**src/rtl/core/plm_pkg.sv**
```systemverilog
// Package for the port link-state machine: state and op codes, widths,
// transition table and the step result struct. No dependencies.
`timescale 1ns / 1ps

package plm_pkg;

  localparam int CountWidth = 32;

  // port states
  localparam logic [2:0] StOff    = 3'd0;
  localparam logic [2:0] StDown   = 3'd1;
  localparam logic [2:0] StMacUp  = 3'd2;
  localparam logic [2:0] StLinkUp = 3'd3;
  localparam logic [2:0] StUp     = 3'd4;
  localparam logic [2:0] StFault  = 3'd5;

  // events
  localparam logic [2:0] EvMacDn  = 3'd0;
  localparam logic [2:0] EvMacUp  = 3'd1;
  localparam logic [2:0] EvLinkDn = 3'd2;
  localparam logic [2:0] EvLinkUp = 3'd3;
  localparam logic [2:0] EvBusChg = 3'd4;

  // table actions
  localparam logic [3:0] OpNop = 4'd0;
  localparam logic [3:0] OpInv = 4'd1;
  localparam logic [3:0] OpMcu = 4'd2;
  localparam logic [3:0] OpMcd = 4'd3;
  localparam logic [3:0] OpLku = 4'd4;
  localparam logic [3:0] OpLkd = 4'd5;
  localparam logic [3:0] OpUld = 4'd6;
  localparam logic [3:0] OpUp  = 4'd7;
  localparam logic [3:0] OpBus = 4'd8;

  typedef struct packed {
    logic [2:0] state_next;
    logic [7:0] bus_next;
    logic       fault;
    logic       linkup;
    logic       linkdn;
    logic       hostup;
    logic       hostdn;
    logic       buschg;
    logic       link_inc;
    logic       host_inc;
  } step_t;

  // 6x5 transition table; unknown states or events map to nop
  function automatic logic [3:0] trans_op(input logic [2:0] state,
                                          input logic [2:0] action);
    logic [3:0] op;
    op = OpNop;
    case (state)
      StOff, StDown: begin
        case (action)
          EvMacUp:  op = OpMcu;
          EvLinkUp: op = OpInv;
          default:  op = OpNop;
        endcase
      end
      StMacUp: begin
        case (action)
          EvMacDn:  op = OpMcd;
          EvMacUp:  op = OpInv;
          EvLinkUp: op = OpLku;
          default:  op = OpNop;
        endcase
      end
      StLinkUp: begin
        case (action)
          EvMacDn:  op = OpInv;
          EvMacUp:  op = OpInv;
          EvLinkDn: op = OpLkd;
          EvLinkUp: op = OpLku;
          EvBusChg: op = OpUp;
          default:  op = OpNop;
        endcase
      end
      StUp: begin
        case (action)
          EvMacDn:  op = OpInv;
          EvMacUp:  op = OpInv;
          EvLinkDn: op = OpUld;
          EvLinkUp: op = OpInv;
          EvBusChg: op = OpBus;
          default:  op = OpNop;
        endcase
      end
      StFault: begin
        case (action)
          EvMacDn: op = OpMcd;
          default: op = OpNop;
        endcase
      end
      default: op = OpNop;
    endcase
    return op;
  endfunction

endpackage

```
**src/rtl/core/plm_if.sv**
```systemverilog
// Handshake interfaces for the event and result channels.
// Depends on nothing; widths follow the item fields.
`timescale 1ns / 1ps

interface plm_evt_if;
  logic       valid;
  logic       ready;
  logic [2:0] action;
  logic [7:0] bus_read;
  logic       gate_ok;

  modport source (output valid, action, bus_read, gate_ok, input ready);
  modport sink   (input valid, action, bus_read, gate_ok, output ready);
endinterface

interface plm_res_if;
  logic        valid;
  logic        ready;
  logic [2:0]  new_state;
  logic        fault_raised;
  logic        linkup_note;
  logic        linkdn_note;
  logic        hostup_note;
  logic        hostdn_note;
  logic        buschg_note;
  logic [31:0] link_count_out;
  logic [31:0] host_count_out;
  logic [31:0] fault_count_out;
  logic [7:0]  bus_out;

  modport source (output valid, new_state, fault_raised, linkup_note, linkdn_note,
                  hostup_note, hostdn_note, buschg_note, link_count_out,
                  host_count_out, fault_count_out, bus_out, input ready);
  modport sink   (input valid, new_state, fault_raised, linkup_note, linkdn_note,
                  hostup_note, hostdn_note, buschg_note, link_count_out,
                  host_count_out, fault_count_out, bus_out, output ready);
  modport mon    (input valid, ready, new_state, fault_raised, linkup_note,
                  linkdn_note, hostup_note, hostdn_note, buschg_note,
                  link_count_out, host_count_out, fault_count_out, bus_out);
endinterface

```
**src/rtl/core/pcie_port_link_state_machine.sv**
```systemverilog
// Port link-state machine top level.
// Path: an accepted event is held in the input register, then in the result register.
// Throughput: one event per cycle while the result is taken; the state and counter
// update is combinational between the input register and the result register.
// Reset (rst, synchronous): state off, bus and all counts zero, both stages empty.
// Depends on plm_pkg, plm_if, plm_step.
`timescale 1ns / 1ps

module pcie_port_link_state_machine (
  input logic       clk,
  input logic       rst,
  plm_evt_if.sink   evt,
  plm_res_if.source res
);

  localparam int CW = plm_pkg::CountWidth;

  // input stage
  logic       evt_vld;
  logic [2:0] evt_action;
  logic [7:0] evt_bus;
  logic       evt_gate;

  // block state
  logic [2:0]    port_state;
  logic [7:0]    secondary_bus;
  logic [CW-1:0] link_ups;
  logic [CW-1:0] host_ups;
  logic [CW-1:0] fault_total;
  logic [CW-1:0] link_ups_next;
  logic [CW-1:0] host_ups_next;
  logic [CW-1:0] fault_total_next;

  // result stage
  logic res_vld;

  logic           adv;
  plm_pkg::step_t step;

  assign adv       = evt_vld && (!res_vld || res.ready);
  assign evt.ready = !evt_vld || adv;
  assign res.valid = res_vld;

  plm_step u_step (
    .state    (port_state),
    .bus      (secondary_bus),
    .action   (evt_action),
    .bus_read (evt_bus),
    .gate_ok  (evt_gate),
    .step     (step)
  );

  assign link_ups_next    = link_ups    + {{(CW-1){1'b0}}, step.link_inc};
  assign host_ups_next    = host_ups    + {{(CW-1){1'b0}}, step.host_inc};
  assign fault_total_next = fault_total + {{(CW-1){1'b0}}, step.fault};

  always_ff @(posedge clk) begin
    if (rst) begin
      evt_vld <= 1'b0;
    end else if (evt.valid && evt.ready) begin
      evt_vld <= 1'b1;
    end else if (adv) begin
      evt_vld <= 1'b0;
    end
  end

  always_ff @(posedge clk) begin
    if (evt.valid && evt.ready) begin
      evt_action <= evt.action;
      evt_bus    <= evt.bus_read;
      evt_gate   <= evt.gate_ok;
    end
  end

  always_ff @(posedge clk) begin
    if (rst) begin
      port_state    <= plm_pkg::StOff;
      secondary_bus <= 8'd0;
      link_ups      <= '0;
      host_ups      <= '0;
      fault_total   <= '0;
      res_vld       <= 1'b0;
    end else begin
      if (adv) begin
        port_state    <= step.state_next;
        secondary_bus <= step.bus_next;
        link_ups      <= link_ups_next;
        host_ups      <= host_ups_next;
        fault_total   <= fault_total_next;
        res_vld       <= 1'b1;
      end else if (res.ready) begin
        res_vld <= 1'b0;
      end
    end
  end

  // result payload; counts report the low 32 bits
  always_ff @(posedge clk) begin
    if (adv) begin
      res.new_state       <= step.state_next;
      res.fault_raised    <= step.fault;
      res.linkup_note     <= step.linkup;
      res.linkdn_note     <= step.linkdn;
      res.hostup_note     <= step.hostup;
      res.hostdn_note     <= step.hostdn;
      res.buschg_note     <= step.buschg;
      res.link_count_out  <= 32'(link_ups_next);
      res.host_count_out  <= 32'(host_ups_next);
      res.fault_count_out <= 32'(fault_total_next);
      res.bus_out         <= step.bus_next;
    end
  end

endmodule

```
**src/rtl/core/plm_step.sv**
```systemverilog
// Per-event decode: table lookup and action for one event.
// Depends on plm_pkg (codes, trans_op, step_t).
`timescale 1ns / 1ps

module plm_step (
  input  logic [2:0]     state,
  input  logic [7:0]     bus,
  input  logic [2:0]     action,
  input  logic [7:0]     bus_read,
  input  logic           gate_ok,
  output plm_pkg::step_t step
);

  logic [3:0] op;

  assign op = plm_pkg::trans_op(state, action);

  always_comb begin
    step            = '0;
    step.state_next = state;
    step.bus_next   = bus;
    case (op)
      plm_pkg::OpInv: begin
        step.fault      = 1'b1;
        step.state_next = plm_pkg::StFault;
      end
      plm_pkg::OpMcu: step.state_next = plm_pkg::StMacUp;
      plm_pkg::OpMcd: step.state_next = plm_pkg::StDown;
      plm_pkg::OpLku: begin
        if (!gate_ok) begin
          step.fault      = 1'b1;
          step.state_next = plm_pkg::StFault;
        end else begin
          step.state_next = plm_pkg::StLinkUp;
          step.bus_next   = bus_read;
          step.link_inc   = 1'b1;
          step.linkup     = 1'b1;
        end
      end
      plm_pkg::OpLkd: begin
        step.state_next = plm_pkg::StMacUp;
        step.linkdn     = 1'b1;
      end
      plm_pkg::OpUld: begin
        step.state_next = plm_pkg::StMacUp;
        step.bus_next   = 8'd0;
        step.hostdn     = 1'b1;
        step.linkdn     = 1'b1;
      end
      plm_pkg::OpUp: begin
        step.state_next = plm_pkg::StUp;
        step.bus_next   = bus_read;
        step.buschg     = (bus_read != 8'd0) && (bus_read != bus);
        step.host_inc   = 1'b1;
        step.hostup     = 1'b1;
      end
      plm_pkg::OpBus: begin
        step.bus_next = bus_read;
        step.buschg   = (bus_read != 8'd0) && (bus_read != bus);
      end
      default: ;
    endcase
  end

endmodule

```
**src/flat_wrapper.sv**
```systemverilog
// flat-port wrapper written by rule: the top's interface ports become plain ports
module pcie_port_link_state_machine_flat 
  (clk, rst, evt_valid, evt_action, evt_bus_read, evt_gate_ok, evt_ready, res_valid, res_new_state, res_fault_raised, res_linkup_note, res_linkdn_note, res_hostup_note, res_hostdn_note, res_buschg_note, res_link_count_out, res_host_count_out, res_fault_count_out, res_bus_out, res_ready);
  plm_evt_if evt_i ();
  plm_res_if res_i ();
  input logic clk;
  input logic rst;
  input wire logic [$bits(evt_i.valid)-1:0] evt_valid;
  input wire logic [$bits(evt_i.action)-1:0] evt_action;
  input wire logic [$bits(evt_i.bus_read)-1:0] evt_bus_read;
  input wire logic [$bits(evt_i.gate_ok)-1:0] evt_gate_ok;
  output wire logic [$bits(evt_i.ready)-1:0] evt_ready;
  output wire logic [$bits(res_i.valid)-1:0] res_valid;
  output wire logic [$bits(res_i.new_state)-1:0] res_new_state;
  output wire logic [$bits(res_i.fault_raised)-1:0] res_fault_raised;
  output wire logic [$bits(res_i.linkup_note)-1:0] res_linkup_note;
  output wire logic [$bits(res_i.linkdn_note)-1:0] res_linkdn_note;
  output wire logic [$bits(res_i.hostup_note)-1:0] res_hostup_note;
  output wire logic [$bits(res_i.hostdn_note)-1:0] res_hostdn_note;
  output wire logic [$bits(res_i.buschg_note)-1:0] res_buschg_note;
  output wire logic [$bits(res_i.link_count_out)-1:0] res_link_count_out;
  output wire logic [$bits(res_i.host_count_out)-1:0] res_host_count_out;
  output wire logic [$bits(res_i.fault_count_out)-1:0] res_fault_count_out;
  output wire logic [$bits(res_i.bus_out)-1:0] res_bus_out;
  input wire logic [$bits(res_i.ready)-1:0] res_ready;
  assign evt_i.valid = evt_valid;
  assign evt_i.action = evt_action;
  assign evt_i.bus_read = evt_bus_read;
  assign evt_i.gate_ok = evt_gate_ok;
  assign evt_ready = evt_i.ready;
  assign res_valid = res_i.valid;
  assign res_new_state = res_i.new_state;
  assign res_fault_raised = res_i.fault_raised;
  assign res_linkup_note = res_i.linkup_note;
  assign res_linkdn_note = res_i.linkdn_note;
  assign res_hostup_note = res_i.hostup_note;
  assign res_hostdn_note = res_i.hostdn_note;
  assign res_buschg_note = res_i.buschg_note;
  assign res_link_count_out = res_i.link_count_out;
  assign res_host_count_out = res_i.host_count_out;
  assign res_fault_count_out = res_i.fault_count_out;
  assign res_bus_out = res_i.bus_out;
  assign res_i.ready = res_ready;
  pcie_port_link_state_machine u_core (.clk(clk), .rst(rst), .evt(evt_i), .res(res_i));
endmodule
```
**config.mk**
```make
export PLATFORM = sky130hd
export DESIGN_NAME = pcie_port_link_state_machine_flat
export DESIGN_NICKNAME = d
export VERILOG_FILES = /design/src/rtl/core/plm_pkg.sv /design/src/rtl/core/plm_if.sv /design/src/rtl/core/pcie_port_link_state_machine.sv /design/src/rtl/core/plm_step.sv /design/src/flat_wrapper.sv
export SDC_FILE = /design/constraint.sdc
export NUM_CORES = 1
export LEC_CHECK = 0
export ABC_AREA = 1
export BUFFER_PORTS_ARGS = -buffer_cell sky130_fd_sc_hd__buf_2
export CORE_ASPECT_RATIO = 0.8
export CORE_MARGIN = 1.5
export CORE_UTILIZATION = 60
export CTS_BUF_LIST = sky130_fd_sc_hd__clkbuf_4
export CTS_CLUSTER_DIAMETER = 120
export CTS_CLUSTER_SIZE = 10
export DETAILED_ROUTE_END_ITERATION = 8
export GPL_TIMING_DRIVEN = 0
export PLACE_DENSITY_LB_ADDON = 0.15
export SLEW_MARGIN = 10
export SYNTH_ARGS = -nofsm -noshare
export SYNTH_HDL_FRONTEND = slang
export SYNTH_SLANG_ARGS = --single-unit
export TNS_END_PERCENT = 50
```
**constraint.sdc**
```tcl
create_clock -name clk -period 5.74 [get_ports clk]
set_input_delay 0.861 -clock clk [delete_from_list [all_inputs] [get_ports clk]]
set_output_delay 0.861 -clock clk [all_outputs]
set_load 0.05 [all_outputs]
```
==> results_tabular.tex, run 1 <==
\begin{tabular}{lr}
\hline
Metric & Value \\
\hline
\multicolumn{2}{l}{\textbf{Clock tree}} \\
\quad Post-CTS Setup Bufs & 0 \\
\quad Cell at the root of the clock tree & sky130\_fd\_sc\_hd\_\_clkbuf\_4 \\
\quad Count of clock tree sinks & 234 \\
\quad Longest Clk Path Bufs & 3 \\
\quad Resized Gates After CTS & 0 \\
\quad Clock transition at the registers of the reported paths & 110 ps \\
\quad Number of levels in the clock H-tree & 1 \\
\quad TritonCTS clock tree & done \\
\quad Clock buffers created by TritonCTS & 27 \\
\quad Number of buffers inserted by hold repair at cts & 0 \\
\quad Latest clock arrival within the worst-skew pair & 690 ps \\
\multicolumn{2}{l}{\textbf{Power and ir drop}} \\
\quad Max rail drop VDD & 0.000168 V \\
\quad Power per Cell Area & 273 nW/um\^{}2 \\
\quad Leakage Power & 5.49 nW \\
\multicolumn{2}{l}{\textbf{STA}} \\
\quad Setup repair after global routing missed its margin & false \\
\quad Slew @ Worst Pin & 626 ps \\
\quad Final Slew Violations & 0 \\
\quad Final critical-path share of the clock period & 62.4\% \\
\quad Upper clock frequency limit & 279 MHz \\
\quad Post-Route Skew & 31.2 ps \\
\quad Total setup violations reported at the end of the flow & 0 \\
\quad Max transition margin & 58.3\% \\
\quad Final critical path time including I/O delays and setup & 3580 ps \\
\quad Hold Violations, Final & 0 \\
\quad Final total negative setup slack & 0 ps \\
\multicolumn{2}{l}{\textbf{Final layout}} \\
\quad Cell area after layout & 12300 um\^{}2 \\
\quad Fraction of layout cells with a size suffix above 1 & 16.7\% \\
\quad Most common cell after layout, fill and taps aside & sky130\_fd\_sc\_hd\_\_inv\_1 \\
\quad Area taken by flip-flops and latches & 5940 um\^{}2 \\
\quad Area growth, synth to finish & 12.2\% \\
\quad Final Non-Filler Cells & 1679 \\
\quad Commonest cells after routing, fill and taps aside & sky130\_fd\_sc\_hd\_\_inv\_1 (202), sky130\_fd\_sc\_hd\_\_nand2\_1 (184), sky130\_fd\_sc\_hd\_\_nor2\_1 (159) \\
\quad Fill cell total of the finished layout & 1523 \\
\quad Footprint of the multi-input gates & 4120 um\^{}2 \\
\quad Net count reported at finish & 1449 \\
\multicolumn{2}{l}{\textbf{Global routing}} \\
\quad Wire length of the first global-routing pass & 40100 um \\
\quad Initial antenna violation count & 0 \\
\quad Residual overflow from global routing & 0 \\
\quad Pin count of the biggest net entering global routing & 98 \\
\quad Vias in the first global route & 8012 \\
\quad Global router's overall resource usage & 26.3\% \\
\multicolumn{2}{l}{\textbf{Yosys}} \\
\quad Cells taking the most area after synthesis & sky130\_fd\_sc\_hd\_\_edfxtp\_1 (34\%), sky130\_fd\_sc\_hd\_\_dfxtp\_1 (20\%), sky130\_fd\_sc\_hd\_\_inv\_1 (6.9\%) \\
\quad Library cell with the largest summed area after synthesis & sky130\_fd\_sc\_hd\_\_edfxtp\_1 \\
\quad Post-Synthesis Cell Area & 11000 um\^{}2 \\
\quad Synthesized net count & 1290 \\
\quad Yosys top cell area share & 34.1\% \\
\quad Count of cell types in the netlist & 38 \\
\quad Total number of yosys warnings & 0 \\
\quad Number of instances in the synthesized netlist & 1268 \\
\quad Sequential fraction of the synthesis area & 53.9\% \\
\quad Per-instance average area after synthesis & 8.68 um\^{}2 \\
\quad Seq cells post-synth & 234 \\
\multicolumn{2}{l}{\textbf{Floorplanning}} \\
\quad Core box area & 18100 um\^{}2 \\
\quad Die span in y & 124 um \\
\quad I/O pin total & 131 \\
\quad Die Outline Area & 19200 um\^{}2 \\
\quad Initial Utilization & 61.0\% \\
\quad Die width & 154 um \\
\quad Row count & 44 \\
\multicolumn{2}{l}{\textbf{Route}} \\
\quad Number of design rule violations left after detail routing & 0 \\
\quad Post-detailed-routing wire length & 25300 um \\
\quad First-iteration detailed-routing DRC count & 617 \\
\quad Routed via count & 8979 \\
\quad Final antenna-violating net count & 0 \\
\quad Vias per std cell & 5.35 \\
\quad Routed length per instance & 15.1 um \\
\quad Detailed Routing Iterations Pass 1 & 5 \\
\multicolumn{2}{l}{\textbf{Worst setup path}} \\
\quad Startpoint Class & flop \\
\quad Worst-path fanout max & 9 \\
\quad Setup Crit Path Kind & flop to flop \\
\quad Worst endpoint required time & 6330 ps \\
\quad Arrival time worst endpoint & 4170 ps \\
\quad Element type at the critical path end & flop \\
\multicolumn{2}{l}{\textbf{Run status}} \\
\quad Status & finished, final reports clean \\
\multicolumn{2}{l}{\textbf{Placed design}} \\
\quad Half-perimeter wire length after detailed placement & 18100 um \\
\quad Port bufs & 129 \\
\quad Routability-driven placement congestion ratio & 0.914 \\
\quad Area after DPL & 12000 um\^{}2 \\
\quad Number of placed instances with taps included & 1628 \\
\multicolumn{2}{l}{\textbf{Flow run}} \\
\quad Max-Cap Viols & 0 \\
\multicolumn{2}{l}{\textbf{Hold path}} \\
\quad Class of the worst hold path & primary input to flop \\
\hline
\end{tabular}
cell families after synthesis:
family	Yosys count	share of synthesized area, %
AND/OR/NAND/NOR	512	21.6
buffers and inverters	251	8.68
flip-flops	234	53.9
AO/OA/AOI/OAI	184	8.66
XOR/XNOR	81	6.45
adder cells (fa/ha/maj)	6	0.682
metrics by stage:
stage / power (mW) / hold WS [ps] / setup WS (ps) / utilization, %
after floorplan: 2.36 / 459 / 2580 / -
after global placement: 2.48 / 468 / 1630 / 66.1
after detailed placement: 2.49 / 482 / 2250 / 66.3
after CTS: 3.39 / 300 / 2190 / 68.4
after global routing: 3.51 / 296 / 1840 / 68.4
final: 3.37 / 348 / 2160 / 68.4
synthesized netlist by cell type (all sizes together):
cell / number
nor2: 175
nand3: 68
a211oi: 9
clkinv: 1
nand4: 31
ha: 6
or2: 3
nor4: 13
inv: 210
o211ai: 1
o31ai: 1
dfxtp: 109
xor2: 71
edfxtp: 125
a31oi: 1
o21ai: 102
nand3b: 2
buf: 16
a21oi: 70
xnor2: 10
nand2: 190
clkbuf: 24
nor3: 30
layout make-up:
class                      count  share of cell area [%]
clock buffer                  47                    2.86
clock inverter                 2                   0.132
timing repair buffer         130                    5.45
antenna                        2                  0.0405
tap                          230                    2.33
multi-input combinational    783                    33.3
inverter                     211                    6.41
sequential                   234                    48.1
buffer                        40                    1.38
power breakdown:
part | switching, mW | internal [mW] | leakage, nW
Sequential | 0.0731 | 1.88 | 2.10
Combinational | 0.380 | 0.127 | 3.18
Clock | 0.542 | 0.367 | 0.221
Total | 0.995 | 2.37 | 5.49
flip-flops by register name, summed over array words and instances (netlist names), 3 cells and up:
name	flops
u_core.evt_bus	8
u_core.evt_action	3
u_core.res.fault_count_out	32
u_core.res.new_state	3
u_core.host_ups	32
u_core.link_ups	32
u_core.port_state	3
u_core.fault_total	32
u_core.res.bus_out	8
u_core.res.link_count_out	32
u_core.secondary_bus	8
u_core.res.host_count_out	32
worst max-delay path: stages, from the launching register on:
cell and delay [ps]:
sky130_fd_sc_hd__edfxtp_1 500, sky130_fd_sc_hd__inv_2 120, sky130_fd_sc_hd__nor3_1 60, sky130_fd_sc_hd__nand2_1 200, sky130_fd_sc_hd__nand2_1 80, sky130_fd_sc_hd__nor2_1 280, sky130_fd_sc_hd__nand3_2 280, sky130_fd_sc_hd__nor2_1 230
sky130_fd_sc_hd__ha_1 270, sky130_fd_sc_hd__ha_1 240, sky130_fd_sc_hd__nand3_2 150, sky130_fd_sc_hd__nor2_1 220, sky130_fd_sc_hd__inv_1 90, sky130_fd_sc_hd__nor2_1 240, sky130_fd_sc_hd__nand2_1 130, sky130_fd_sc_hd__xor2_1 180
sky130_fd_sc_hd__o21ai_0 160, sky130_fd_sc_hd__inv_1 50
per-layer routing:
layer | track usage, % | share of wire [%] | routed length, um | vias to the layer above
met4 | 7.93 | 2.6 | 650 | 0
met5 | 0 | 0 | 0 | -
met3 | 3.20 | 6.3 | 1610 | 46
met2 | 41.7 | 43 | 11000 | 305
met1 | 38.3 | 48 | 12100 | 4164
li1 | - | - | - | 4464
worst paths after layout:
path | start | end | slack, ps | cells after the start
setup / recovery | u_core.evt_action[2]$_DFFE_PP_ | u_core.link_ups[30]$_SDFFE_PP0P_ | 2160 | 17
hold / removal | evt_bus_read[1] | u_core.evt_bus[1]$_DFFE_PP_ | 350 | 1
setup reg to reg | u_core.evt_action[2]$_DFFE_PP_ | u_core.link_ups[30]$_SDFFE_PP0P_ | 2160 | 17
hold reg to reg | u_core.host_ups[0]$_SDFFE_PP0P_ | u_core.host_ups[0]$_SDFFE_PP0P_ | 500 | 2
Note: power is estimated with default switching activity, not from simulation.
==> run 2, diff against run 1 <==
==> constraint.sdc (replaced) <==
create_clock -name clk -period 3.5 [get_ports clk]
set_input_delay 0.525 -clock clk [delete_from_list [all_inputs] [get_ports clk]]
set_output_delay 0.525 -clock clk [all_outputs]
set_load 0.05 [all_outputs]
==> run 2 against run 1 <==
Critical path depth rose by 1. Design area increased by 1.5%. Register-to-register slack worse by 1900 ps. Via count is 0.28% higher. Non-clock buffer count grew 14. Cell count up 0.83%. Combinational power grew 68%. Critical path type unchanged.
==> results_tabular.tex, run 2 (synthesis results as in run 1) <==
\begin{tabular}{lr}
\hline
Metric & Value \\
\hline
\multicolumn{2}{l}{\textbf{Floorplanning}} \\
\quad Die Outline Area & 19200 um\^{}2 \\
\quad Core box area & 18100 um\^{}2 \\
\quad Row count & 44 \\
\quad I/O pin total & 131 \\
\quad Die span in y & 124 um \\
\quad Initial Utilization & 61.0\% \\
\quad Die width & 154 um \\
\multicolumn{2}{l}{\textbf{Power and ir drop}} \\
\quad Switching share of power & 29.6\% \\
\quad Design internal power & 3.91 mW \\
\quad Clock power share & 27.0\% \\
\quad Power per Cell Area & 443 nW/um\^{}2 \\
\quad Sequential power share & 57.7\% \\
\quad Leakage Power & 5.58 nW \\
\quad Max rail drop VDD & 0.000276 V \\
\quad Sw Pwr & 1.64 mW \\
\quad Fraction of power consumed by combinational cells & 15.3\% \\
\multicolumn{2}{l}{\textbf{Route}} \\
\quad Final antenna-violating net count & 0 \\
\quad Detailed Routing Iterations Pass 1 & 5 \\
\quad Routed via count & 9004 \\
\quad First-iteration detailed-routing DRC count & 623 \\
\quad Vias per std cell & 5.32 \\
\quad Number of design rule violations left after detail routing & 0 \\
\quad Routed length per instance & 15.2 um \\
\quad Post-detailed-routing wire length & 25700 um \\
\multicolumn{2}{l}{\textbf{STA}} \\
\quad Final critical path time including I/O delays and setup & 3260 ps \\
\quad Worst-case setup margin in the final layout & 236 ps \\
\quad Final critical-path share of the clock period & 93.2\% \\
\quad Post-Route Skew & 33.8 ps \\
\quad Slew @ Worst Pin & 609 ps \\
\quad Worst hold slack across all endpoints & 152 ps \\
\quad Max transition margin & 59.4\% \\
\quad Final Slew Violations & 0 \\
\quad Total setup violations reported at the end of the flow & 0 \\
\quad Hold Violations, Final & 0 \\
\quad Upper clock frequency limit & 306 MHz \\
\multicolumn{2}{l}{\textbf{Placed design}} \\
\quad Port bufs & 129 \\
\quad Half-perimeter wire length after detailed placement & 18100 um \\
\quad Number of placed instances with taps included & 1628 \\
\quad Setup slack after placement & 8.29 ps \\
\quad Routability-driven placement congestion ratio & 0.914 \\
\multicolumn{2}{l}{\textbf{Worst setup path}} \\
\quad Worst reg2reg path depth & 18 \\
\quad Setup Crit Path Kind & flop to flop \\
\quad FF-to-FF Start & u\_core.evt\_action[1]\$\_DFFE\_PP\_ \\
\quad Setup slack, reg-to-reg & 240 ps \\
\quad Worst-path fanout max & 9 \\
\quad End of the worst register-to-register path & u\_core.link\_ups[30]\$\_SDFFE\_PP0P\_ \\
\quad Startpoint Class & flop \\
\quad Arrival time worst endpoint & 3860 ps \\
\quad Element type at the critical path end & flop \\
\quad Worst endpoint required time & 4090 ps \\
\multicolumn{2}{l}{\textbf{Global routing}} \\
\quad Initial antenna violation count & 0 \\
\quad Residual overflow from global routing & 0 \\
\quad Pin count of the biggest net entering global routing & 98 \\
\quad Wire length of the first global-routing pass & 40200 um \\
\quad Global router's overall resource usage & 26.4\% \\
\quad Vias in the first global route & 8033 \\
\multicolumn{2}{l}{\textbf{Final layout}} \\
\quad Most common cell after layout, fill and taps aside & sky130\_fd\_sc\_hd\_\_inv\_1 \\
\quad Fill cell total of the finished layout & 1492 \\
\quad Area growth, synth to finish & 13.8\% \\
\quad Fin util & 69.4\% \\
\quad Footprint of the multi-input gates & 4160 um\^{}2 \\
\quad Area taken by flip-flops and latches & 5940 um\^{}2 \\
\quad Fraction of layout cells with a size suffix above 1 & 17.2\% \\
\quad Commonest cells after routing, fill and taps aside & sky130\_fd\_sc\_hd\_\_inv\_1 (202), sky130\_fd\_sc\_hd\_\_nand2\_1 (183), sky130\_fd\_sc\_hd\_\_nor2\_1 (156) \\
\quad Final Non-Filler Cells & 1693 \\
\quad Net count reported at finish & 1463 \\
\multicolumn{2}{l}{\textbf{Hold path}} \\
\quad Class of the worst hold path & primary input to flop \\
\quad Hold path endpoint & u\_core.evt\_vld\$\_SDFFE\_PP0P\_ \\
\quad Hold Path Depth & 3 \\
\quad Hold Path Origin & evt\_valid \\
\multicolumn{2}{l}{\textbf{Flow run}} \\
\quad Max-Cap Viols & 0 \\
\multicolumn{2}{l}{\textbf{Clock tree}} \\
\quad Latest clock arrival within the worst-skew pair & 700 ps \\
\quad Clock transition at the registers of the reported paths & 120 ps \\
\quad TritonCTS clock tree & done \\
\quad Count of clock tree sinks & 234 \\
\quad Number of levels in the clock H-tree & 1 \\
\quad Cell at the root of the clock tree & sky130\_fd\_sc\_hd\_\_clkbuf\_4 \\
\quad Longest Clk Path Bufs & 3 \\
\quad Clock buffers created by TritonCTS & 27 \\
\multicolumn{2}{l}{\textbf{Run status}} \\
\quad Status & finished, final reports clean \\
\hline
\end{tabular}
run 2: cell type report:
type | count | share of cell area, %
buffer | 40 | 1.39
sequential | 234 | 47.4
clock buffer | 47 | 2.82
tap | 230 | 2.30
timing repair buffer | 144 | 6.45
clock inverter | 2 | 0.130
antenna | 2 | 0.0399
multi-input combinational | 783 | 33.2
inverter | 211 | 6.32
run 2: worst max-delay path: stages, from the launching register on:
cell and delay (ps):
sky130_fd_sc_hd__edfxtp_1 380, sky130_fd_sc_hd__buf_2 180, sky130_fd_sc_hd__nand2_1 80, sky130_fd_sc_hd__nor2_1 40
sky130_fd_sc_hd__nand2_1 150, sky130_fd_sc_hd__nand3_1 140, sky130_fd_sc_hd__nor2_4 180, sky130_fd_sc_hd__nand3_4 170
sky130_fd_sc_hd__nor2_2 170, sky130_fd_sc_hd__ha_2 240, sky130_fd_sc_hd__ha_1 220, sky130_fd_sc_hd__nand3_2 150
sky130_fd_sc_hd__nor2_1 220, sky130_fd_sc_hd__inv_1 90, sky130_fd_sc_hd__nor2_1 240, sky130_fd_sc_hd__nand2_1 130
sky130_fd_sc_hd__xor2_1 180, sky130_fd_sc_hd__o21ai_0 160, sky130_fd_sc_hd__inv_1 50
run 2: metal layers:
metal  vias up  wire (um)  GRT usage (%)
met5         -         76              0
met4         2        660           7.75
met3        52       1490           3.17
met2       296      11200           41.9
met1      4161      12200           38.4
li1       4493          -              -
run 2: stage by stage:
stage | total power [mW] | area, um^2 | TNS [ps]
2_1_floorplan | 3.87 | 11000 | 0
3_3_place_gp | 4.07 | 11900 | -24220
3_5_place_dp | 4.09 | 12000 | 0
4_1_cts | 5.56 | 12500 | 0
5_1_grt | 5.78 | 12500 | -18.5
6_report | 5.55 | 12500 | 0
run 2: power groups by stage:
stage	logic, mW	clock network (mW)	registers (mW)
2_1_floorplan	0.374	0	3.49
3_3_place_gp	0.804	0	3.26
3_5_place_dp	0.826	0	3.26
4_1_cts	0.841	1.52	3.20
5_1_grt	0.924	1.63	3.22
6_report	0.850	1.50	3.20
run 2: repair_timing:
| item | 4_1_cts | 5_1_grt |
|---|---|---|
| pin swaps | 1 | 0 |
| setup endpoints to repair | 4 | 21 |
| hold buffers | 12 | 0 |
| setup buffers | 0 | 2 |
| gates resized for setup | 1 | 12 |
| endpoints found under the hold margin | 12 | 0 |
run 2: worst max-delay path by stage:
stage                                              start                           endpoint  slack (ps)  cells after the start
after floorplan            u_core.res.valid$_SDFFE_PP0P_  u_core.port_state[1]$_SDFFE_PP0P_         670                      8
after global placement                         res_ready  u_core.port_state[1]$_SDFFE_PP0P_        -280                     10
after detailed placement  u_core.evt_action[2]$_DFFE_PP_   u_core.link_ups[30]$_SDFFE_PP0P_           8                     17
after CTS                 u_core.evt_action[2]$_DFFE_PP_   u_core.link_ups[30]$_SDFFE_PP0P_          50                     17
after global routing      u_core.evt_action[0]$_DFFE_PP_   u_core.link_ups[24]$_SDFFE_PP0P_         -20                     21
final                     u_core.evt_action[1]$_DFFE_PP_   u_core.link_ups[30]$_SDFFE_PP0P_         240                     18
==> run 3, diff against run 2 <==
--- a/config.mk
+++ b/config.mk
@@ -19,5 +19,6 @@
 export SLEW_MARGIN = 10
 export SYNTH_ARGS = -nofsm -noshare
 export SYNTH_HDL_FRONTEND = slang
+export SYNTH_HIERARCHICAL = 1
 export SYNTH_SLANG_ARGS = --single-unit
 export TNS_END_PERCENT = 50
==> run 3 against run 2 <==
Area after synthesis is 4.5% higher. Clock skew is 1.4 ps lower. Via count is 8.2% higher. Highest routed layer is now met4. Sequential share of layout area is 1.7 points lower. First-iteration DRC count is 31% higher. Combinational power is 2.8% lower. Cell count is 12% higher.
==> results_tabular.tex, run 3 <==
\begin{tabular}{lr}
\hline
Metric & Value \\
\hline
\multicolumn{2}{l}{\textbf{Run status}} \\
\quad Status & finished, final reports clean \\
\multicolumn{2}{l}{\textbf{Placed design}} \\
\quad Area after DPL & 12500 um\^{}2 \\
\quad Half-perimeter wire length after detailed placement & 19400 um \\
\quad Number of placed instances with taps included & 1836 \\
\quad Routability-driven placement congestion ratio & 0.940 \\
\quad Port bufs & 129 \\
\multicolumn{2}{l}{\textbf{Global routing}} \\
\quad Pin count of the biggest net entering global routing & 73 \\
\quad Initial antenna violation count & 1 \\
\quad Vias in the first global route & 8748 \\
\quad Global router's overall resource usage & 27.2\% \\
\quad Residual overflow from global routing & 0 \\
\quad Wire length of the first global-routing pass & 42800 um \\
\multicolumn{2}{l}{\textbf{Power and ir drop}} \\
\quad Final Total Pwr & 5.52 mW \\
\quad Leakage Power & 5.80 nW \\
\quad Fraction of power consumed by combinational cells & 15.0\% \\
\quad Sequential power share & 57.8\% \\
\quad Max rail drop VDD & 0.000279 V \\
\quad Power per Cell Area & 425 nW/um\^{}2 \\
\quad Design internal power & 3.90 mW \\
\quad Sw Pwr & 1.62 mW \\
\quad Switching share of power & 29.3\% \\
\quad Clock power share & 27.2\% \\
\multicolumn{2}{l}{\textbf{Clock tree}} \\
\quad Number of levels in the clock H-tree & 1 \\
\quad Latest clock arrival within the worst-skew pair & 690 ps \\
\quad Post-CTS Setup Bufs & 0 \\
\quad Clock transition at the registers of the reported paths & 110 ps \\
\quad TritonCTS clock tree & done \\
\quad Longest Clk Path Bufs & 3 \\
\quad Resized Gates After CTS & 0 \\
\quad Count of clock tree sinks & 234 \\
\quad Cell at the root of the clock tree & sky130\_fd\_sc\_hd\_\_clkbuf\_4 \\
\quad Clock buffers created by TritonCTS & 27 \\
\multicolumn{2}{l}{\textbf{Yosys}} \\
\quad Seq cells post-synth & 234 \\
\quad Per-instance average area after synthesis & 7.94 um\^{}2 \\
\quad Share of synthesized registers carrying an async set or reset & 0\% \\
\quad EDFF count, synth & 125 \\
\quad Post-Synthesis Cell Area & 11500 um\^{}2 \\
\quad Synthesized net count & 1471 \\
\quad Yosys top cell area share & 32.6\% \\
\quad Library cell with the largest summed area after synthesis & sky130\_fd\_sc\_hd\_\_edfxtp\_1 \\
\quad Synth cell count leaders & sky130\_fd\_sc\_hd\_\_nand2\_1 (405), sky130\_fd\_sc\_hd\_\_inv\_1 (218), sky130\_fd\_sc\_hd\_\_nor2\_1 (170), sky130\_fd\_sc\_hd\_\_edfxtp\_1 (125), sky130\_fd\_sc\_hd\_\_dfxtp\_1 (109) \\
\quad Number of instances in the synthesized netlist & 1448 \\
\quad Total number of yosys warnings & 6 \\
\quad Synth Flop Type & sky130\_fd\_sc\_hd\_\_edfxtp\_1 \\
\quad Sequential fraction of the synthesis area & 51.6\% \\
\quad Cells taking the most area after synthesis & sky130\_fd\_sc\_hd\_\_edfxtp\_1 (33\%), sky130\_fd\_sc\_hd\_\_dfxtp\_1 (19\%), sky130\_fd\_sc\_hd\_\_nand2\_1 (13\%) \\
\quad Most numerous cell in the Yosys netlist & sky130\_fd\_sc\_hd\_\_nand2\_1 \\
\quad Count of cell types in the netlist & 37 \\
\multicolumn{2}{l}{\textbf{Worst setup path}} \\
\quad Setup Crit Path Kind & flop to flop \\
\quad FF-to-FF Start & u\_core/evt\_action[2]\$\_DFFE\_PP\_ \\
\quad Worst endpoint required time & 3930 ps \\
\quad Element type at the critical path end & flop \\
\quad Startpoint Class & flop \\
\quad Launching instance or port of the critical path & u\_core/evt\_action[2]\$\_DFFE\_PP\_ \\
\quad Worst-path fanout max & 6 \\
\quad Arrival time worst endpoint & 3190 ps \\
\multicolumn{2}{l}{\textbf{Final layout}} \\
\quad Commonest cells after routing, fill and taps aside & sky130\_fd\_sc\_hd\_\_nand2\_1 (405), sky130\_fd\_sc\_hd\_\_inv\_1 (218), sky130\_fd\_sc\_hd\_\_nor2\_1 (170) \\
\quad Cell area after layout & 13000 um\^{}2 \\
\quad Area growth, synth to finish & 13.1\% \\
\quad Final Non-Filler Cells & 1899 \\
\quad Net count reported at finish & 1642 \\
\quad Fraction of layout cells with a size suffix above 1 & 15.9\% \\
\quad Most common cell after layout, fill and taps aside & sky130\_fd\_sc\_hd\_\_nand2\_1 \\
\multicolumn{2}{l}{\textbf{Floorplanning}} \\
\quad Die width & 158 um \\
\quad Core box area & 18900 um\^{}2 \\
\quad Row count & 45 \\
\quad Initial Utilization & 61.0\% \\
\quad I/O pin total & 131 \\
\quad Die Outline Area & 20000 um\^{}2 \\
\quad Die span in y & 127 um \\
\multicolumn{2}{l}{\textbf{Route}} \\
\quad Routed length per instance & 14.0 um \\
\quad Number of design rule violations left after detail routing & 0 \\
\quad Vias per std cell & 5.13 \\
\quad First-iteration detailed-routing DRC count & 815 \\
\quad Final antenna-violating net count & 0 \\
\quad Routed via count & 9741 \\
\quad Post-detailed-routing wire length & 26600 um \\
\quad Detailed Routing Iterations Pass 1 & 5 \\
\multicolumn{2}{l}{\textbf{STA}} \\
\quad Final critical path time including I/O delays and setup & 2770 ps \\
\quad Post-Route Skew & 32.4 ps \\
\quad Setup repair after global routing missed its margin & false \\
\quad Final Slew Violations & 0 \\
\quad Worst hold slack across all endpoints & 130 ps \\
\quad Total setup violations reported at the end of the flow & 0 \\
\quad Upper clock frequency limit & 361 MHz \\
\quad Slew @ Worst Pin & 730 ps \\
\quad Hold Violations, Final & 0 \\
\quad Final critical-path share of the clock period & 79.0\% \\
\quad Max transition margin & 51.3\% \\
\multicolumn{2}{l}{\textbf{Hold path}} \\
\quad Class of the worst hold path & primary input to flop \\
\quad Hold Path Origin & evt\_valid \\
\multicolumn{2}{l}{\textbf{Flow run}} \\
\quad Max-Cap Viols & 0 \\
\hline
\end{tabular}
[run 3: cell count changes after synthesis, sizes merged, moves of 30 or more]
cell	previous run	this run
nand4	31	1
nor2	175	207
xor2	71	31
nand3	68	109
nand2	190	418
o21ai	102	71
[run 3: path summary, 6_finish.rpt]
path	to	slack, ps	cells past startpoint
hold reg to reg	u_core/secondary_bus[4]$_SDFFE_PP0P_	500	2
setup reg to reg	u_core/res.link_count_out[30]$_DFFE_PP_	730	14
hold / removal	u_core/evt_vld$_SDFFE_PP0P_	130	3
setup / recovery	u_core/res.link_count_out[30]$_DFFE_PP_	730	14
[run 3: cells by family (layout without fill, tap and decap cells)]
family | Yosys count | in the layout | synth area share (%)
fa+ha+maj | 7 | 7 | 0.761
other cells | 0 | 1 | 0
simple gates | 746 | 746 | 28.5
xor+xnor | 33 | 33 | 2.64
flops | 234 | 234 | 51.6
buf+inv | 260 | 452 | 8.65
compound gates | 168 | 168 | 7.86
[run 3: per-stage QoR]
| step | TNS [ps] | util [%] | worst slack [ps] |
|---|---|---|---|
| 6_report | 0 | 68.9 | 734 |
| 5_1_grt | 0 | 68.9 | 510 |
| 4_1_cts | 0 | 68.9 | 720 |
| 3_5_place_dp | 0 | 66.3 | 764 |
| 3_3_place_gp | -19250 | 66.1 | -177 |
| 2_1_floorplan | 0 | - | 625 |
[run 3: power by group through the flow]
| stage | combinational, mW | clock (mW) | sequential, mW |
|---|---|---|---|
| 2_1_floorplan | 0.369 | 0 | 3.48 |
| 3_3_place_gp | 0.789 | 0 | 3.26 |
| 3_5_place_dp | 0.808 | 0 | 3.25 |
| 4_1_cts | 0.821 | 1.54 | 3.19 |
| 5_1_grt | 0.903 | 1.64 | 3.22 |
| 6_report | 0.826 | 1.50 | 3.19 |
[run 3: metal layers]
metal  share of wire [%]  GRT usage (%)
met5                   0              0
met4                 2.5           8.32
met3                 6.2           3.59
met2                  44           42.2
met1                  47           39.7
[run 3: timing repair]
action,CTS,global route
endpoints found under the hold margin,12,0
hold buffers,12,0
setup endpoints to repair,0,0
[run 3: layout make-up]
type / count / area (um^2)
clock inverter: 2 / 12.5
timing repair buffer: 142 / 793
sequential: 234 / 5940
inverter: 225 / 847
fill: 1599 / 5860
antenna: 1 / 2.50
clock buffer: 48 / 360
tap: 258 / 323
buffer: 35 / 158
multi-input combinational: 954 / 4570
[run 3: critical path: stages, from the launching register on]
cell and delay, ps:
sky130_fd_sc_hd__edfxtp_1 490, sky130_fd_sc_hd__inv_1 130, sky130_fd_sc_hd__nand3_1 100, sky130_fd_sc_hd__nor2_2 180, sky130_fd_sc_hd__inv_2 100, sky130_fd_sc_hd__nor2_8 180
sky130_fd_sc_hd__ha_1 210, sky130_fd_sc_hd__ha_1 180, sky130_fd_sc_hd__nand2_1 70, sky130_fd_sc_hd__nor2_2 190, sky130_fd_sc_hd__nand2_1 160, sky130_fd_sc_hd__nor2_2 280
sky130_fd_sc_hd__nand2_1 90, sky130_fd_sc_hd__nand2_1 80, sky130_fd_sc_hd__nand2_1 80
